--- src/fla_align.sv ---
// Shared align-up unit: rounds an address up to a power-of-two boundary.
// No dependencies; the alignment input already holds a single set bit.
`default_nettype none
module fla_align #(
  parameter int AW = 32
) (
  input  wire logic [AW-1:0] x_i,
  input  wire logic [31:0]   align_i,
  output logic               ok_o,
  output logic [AW-1:0]      y_o
);

  localparam int XW = ((AW > 32) ? AW : 32) + 1;

  logic [XW-1:0] xe, ae, rem, add, lim, sum;

  always_comb begin
    xe  = XW'(x_i);
    ae  = XW'(align_i);
    rem = xe & (ae - XW'(1));
    add = ae - rem;
    lim = XW'({AW{1'b1}}) - xe;
    sum = xe + add;
    ok_o = (rem == '0) || !(add > lim);
    y_o  = (rem == '0) ? x_i : sum[AW-1:0];
  end

endmodule
`default_nettype wire

--- config.mk ---
export PLATFORM = sky130hd
export DESIGN_NAME = fla_align
export DESIGN_NICKNAME = d
export VERILOG_FILES = /design/src/fla_align.sv
export SDC_FILE = /design/constraint.sdc
export NUM_CORES = 1
export LEC_CHECK = 0
export BUFFER_PORTS_ARGS = -buffer_cell sky130_fd_sc_hd__buf_2
export CAP_MARGIN = 15
export CORE_MARGIN = 8
export CORE_UTILIZATION = 30
export DETAILED_ROUTE_END_ITERATION = 8
export GPL_TIMING_DRIVEN = 0
export PLACE_DENSITY_LB_ADDON = 0.15
export SETUP_SLACK_MARGIN = 0.05
export SLEW_MARGIN = 10
export SYNTH_ARGS = -nofsm -noshare
export SYNTH_HDL_FRONTEND = slang
export SYNTH_SLANG_ARGS = --single-unit
--- constraint.sdc ---
create_clock -name vclk -period 4.7
set_input_delay 0 -clock vclk [all_inputs]
set_output_delay 0 -clock vclk [all_outputs]
set_load 0.05 [all_outputs]
==> results_dict.tcl <==
set metrics [dict create \
    outcome "complete, but fails checks" \
    violations "setup timing" \
    fin_crit_ns 4.929 \
    rsz0062_at_grt "yes" \
    gp_congestion 0.9252 \
    crit_arrival_ns 4.93 \
    synth-simple-area-share 0.2697 \
    cp.required_ns 4.70 \
    yosys.area.top_type "ha_1" \
    ant_nets 0 \
    max_clock_freq_mhz 202.9 \
    synth_top_family_by_area "compound AO/OA/AOI/OAI gates" \
    yosys_warnings 0 \
    cts_hold_buf 0 \
    holdPathStages 3 \
    slowest_stage "or4_4" \
    ys_types 80 \
    grt_pass1_wl_um 28570 \
    dieArea_sq_um 19230 \
    layout_commonest_cell "buf_2" \
    critPathMaxFanout 9 \
    syn_inst 644 \
    yosysSeqAreaShare 0 \
    fillers 1568 \
    syn_area_per_cell_sq_um 7.010 \
    pre_cts_ws_ns -0.9805 \
    path_class "primary input to output port" \
    antenna_found_initial 0 \
    netlist_area_sq_um 4514 \
    final-seq-area_sq_um 0 \
    setup_ws_ns -0.2288 \
    peakVddDrop_v 0.0002329 \
    grt_start_max_net_pins 12 \
    dr.pass1.iters 6 \
    stdcell_area_sq_um 6390 \
    gr-usage-all-layers 0.1752 \
    synth_mux_area_frac 0.1053 \
    total_leakage_power_nw 2.728 \
    core-area_sq_um 14980 \
    start_kind "primary input" \
    synth_xor_xnor_area_share 0.1552 \
    max_cap_violations 0 \
    avgViaCountPerCell 5.637 \
    worst_hold_path_type "primary input to output port" \
    rows 45 \
    wire_per_inst_um 18.18 \
    syn-num-nets 745 \
    fin_crit_sh 1.049 \
    multi_input_area_sq_um 4867 \
    drv_slew 0 \
    port_buffers 87 \
    dpl_cell_area_sq_um 5241 \
    post-route-drc-count 0 \
    worst_pin_slew_ns 0.5639 \
    synth_area_leaders "ha_1, xnor2_1, xor2_1" \
    end_kind "output port" \
    numSequentialCells 0 \
    layout_common_cells "buf_2, nand2_1, buf_4" \
    insertedDiodeCount 0 \
    final-hold-violation-count 0 \
    synth-compound-area-share 0.3101 \
    path_cells "buf_8 > or4_4 > buf_8 > or3_4 > buf_6 > o311ai_4 > o211ai_1 > a21oi_2 > a21bo_1 > a31oi_4 > o21ai_1 > a21o_1 > xor2_1 > ha_1 > a21o_1 > a21o_1 > a21oi_1 > nor2_1 > a21oi_1 > o311ai_2 > xor2_1 > mux2_4 > buf_8" \
    chipWidth_um 138.7 \
    fin_cells 978 \
    relSlewSlack 0.6224 \
    vias 5513 \
    routed_wl_um 17780 \
    hold_path_end "y_o[31]" \
    yosys.area_share.adder 0.1042 \
    place_inst 919 \
    start_util 0.3014 \
    ioPinCount 97 \
    drive_above_1_share 0.3367 \
    finish.utilization 0.4267 \
    hold_path_startpoint "x_i[31]" \
    n_clock_buffer 0 \
    area_delta_synth_final_pct 41.55 \
    die_h_um 138.7 \
    drt-initial-drc-count 385 \
    place.detailed.hpwl_um 14020 \
    yosysTopAreaCellShare 0.09978 \
    max_stage_delay_ns 0.52 \
    nets 893 \
    powerDensity_nw_per_um2 269.4 \
    grt_pass1_vias 5499 \
    setup_viol 9 \
    grt-ovfl-total 0 \
]
==> Yosys cell counts (5+ instances only) <==
master / n
o21a_1: 5
o21ai_1: 7
a31oi_1: 15
mux2_1: 23
xnor2_1: 47
a311oi_1: 5
xor2_1: 33
nor4_1: 6
o21ai_0: 30
mux2i_1: 19
buf_6: 6
or3_1: 6
a221oi_1: 5
a22oi_1: 5
a21o_1: 25
nor3_1: 18
nor2b_1: 15
nand3_1: 18
a21oi_1: 36
o21bai_1: 13
inv_1: 30
o211ai_1: 7
o31ai_1: 6
a21boi_0: 5
nor2_1: 46
nand4_1: 10
clkbuf_1: 8
nand2_1: 63
ha_1: 36
nand2b_1: 11
==> kinds of logic (layout without fill, tap and decap cells) <==
family	after synthesis	after routing
AOI/OAI and AO/OA	202	202
xor gates and xnor gates	80	80
adders and majority gates	37	37
buffers and inverters	51	196
muxes	44	44
and+or+nand+nor	230	231
==> per-stage QoR <==
| step | power, mW | TNS [ns] | hold slack, ns |
|---|---|---|---|
| floorplan | 1.094 | 0 | 0.2224 |
| detailed placement | 1.421 | -12.43 | 0.4886 |
| CTS | 1.590 | -1.173 | 0.4092 |
| finish | 1.721 | -1.226 | 0.4018 |
| global route | 1.835 | -3.693 | 0.4182 |
| global placement | 1.417 | -12.02 | 0.4826 |
==> layout make-up <==
cell class | instances | area share
tap | 188 | 0.03681
inverter | 30 | 0.01762
buffer | 20 | 0.02487
timing repair buffer | 146 | 0.1590
multi-input combinational | 594 | 0.7617
==> power by group <==
group          internal [mW]  leakage (nW)  switching, mW
clock                      0             0              0
sequential                 0             0              0
combinational          0.653          2.73           1.07
total                  0.653          2.73           1.07
==> layer usage <==
metal / vias to the layer above / wire (um) / global-route usage
met5: - / 0 / 0
met4: 0 / 405 / 0.03928
met3: 30 / 954 / 0.02238
met2: 187 / 8226 / 0.2942
met1: 2587 / 8193 / 0.2330
li1: 2709 / - / -
==> how the worst max path moves through the flow <==
stage,start,end,slack [ns],depth (start not counted)
after floorplan,align_i[2],y_o[29],0.05,24
after global placement,align_i[0],y_o[31],-0.96,25
after detailed placement,align_i[1],y_o[23],-0.98,24
after CTS,align_i[0],y_o[31],-0.22,25
after global routing,align_i[1],ok_o,-0.48,24
final,align_i[1],y_o[31],-0.23,23
==> critical path, delay by kind of cell <==
family                     cells  cell delay, ns
and+or+nand+nor                3            0.91
AOI/OAI and AO/OA             12            2.49
buffers and inverters          4            0.56
xor gates and xnor gates       2            0.31
adders and majority gates      1            0.36
muxes                          1            0.29
==> repair_timing <==
| action | CTS | global route |
|---|---|---|
| resized for setup | 94 | 62 |
| pin swaps | 35 | 32 |
| setup endpoints to repair | 20 | 31 |
| cloned | 1 | 0 |
| buffers inserted | 35 | 24 |
(Power assumes the default switching activity.)
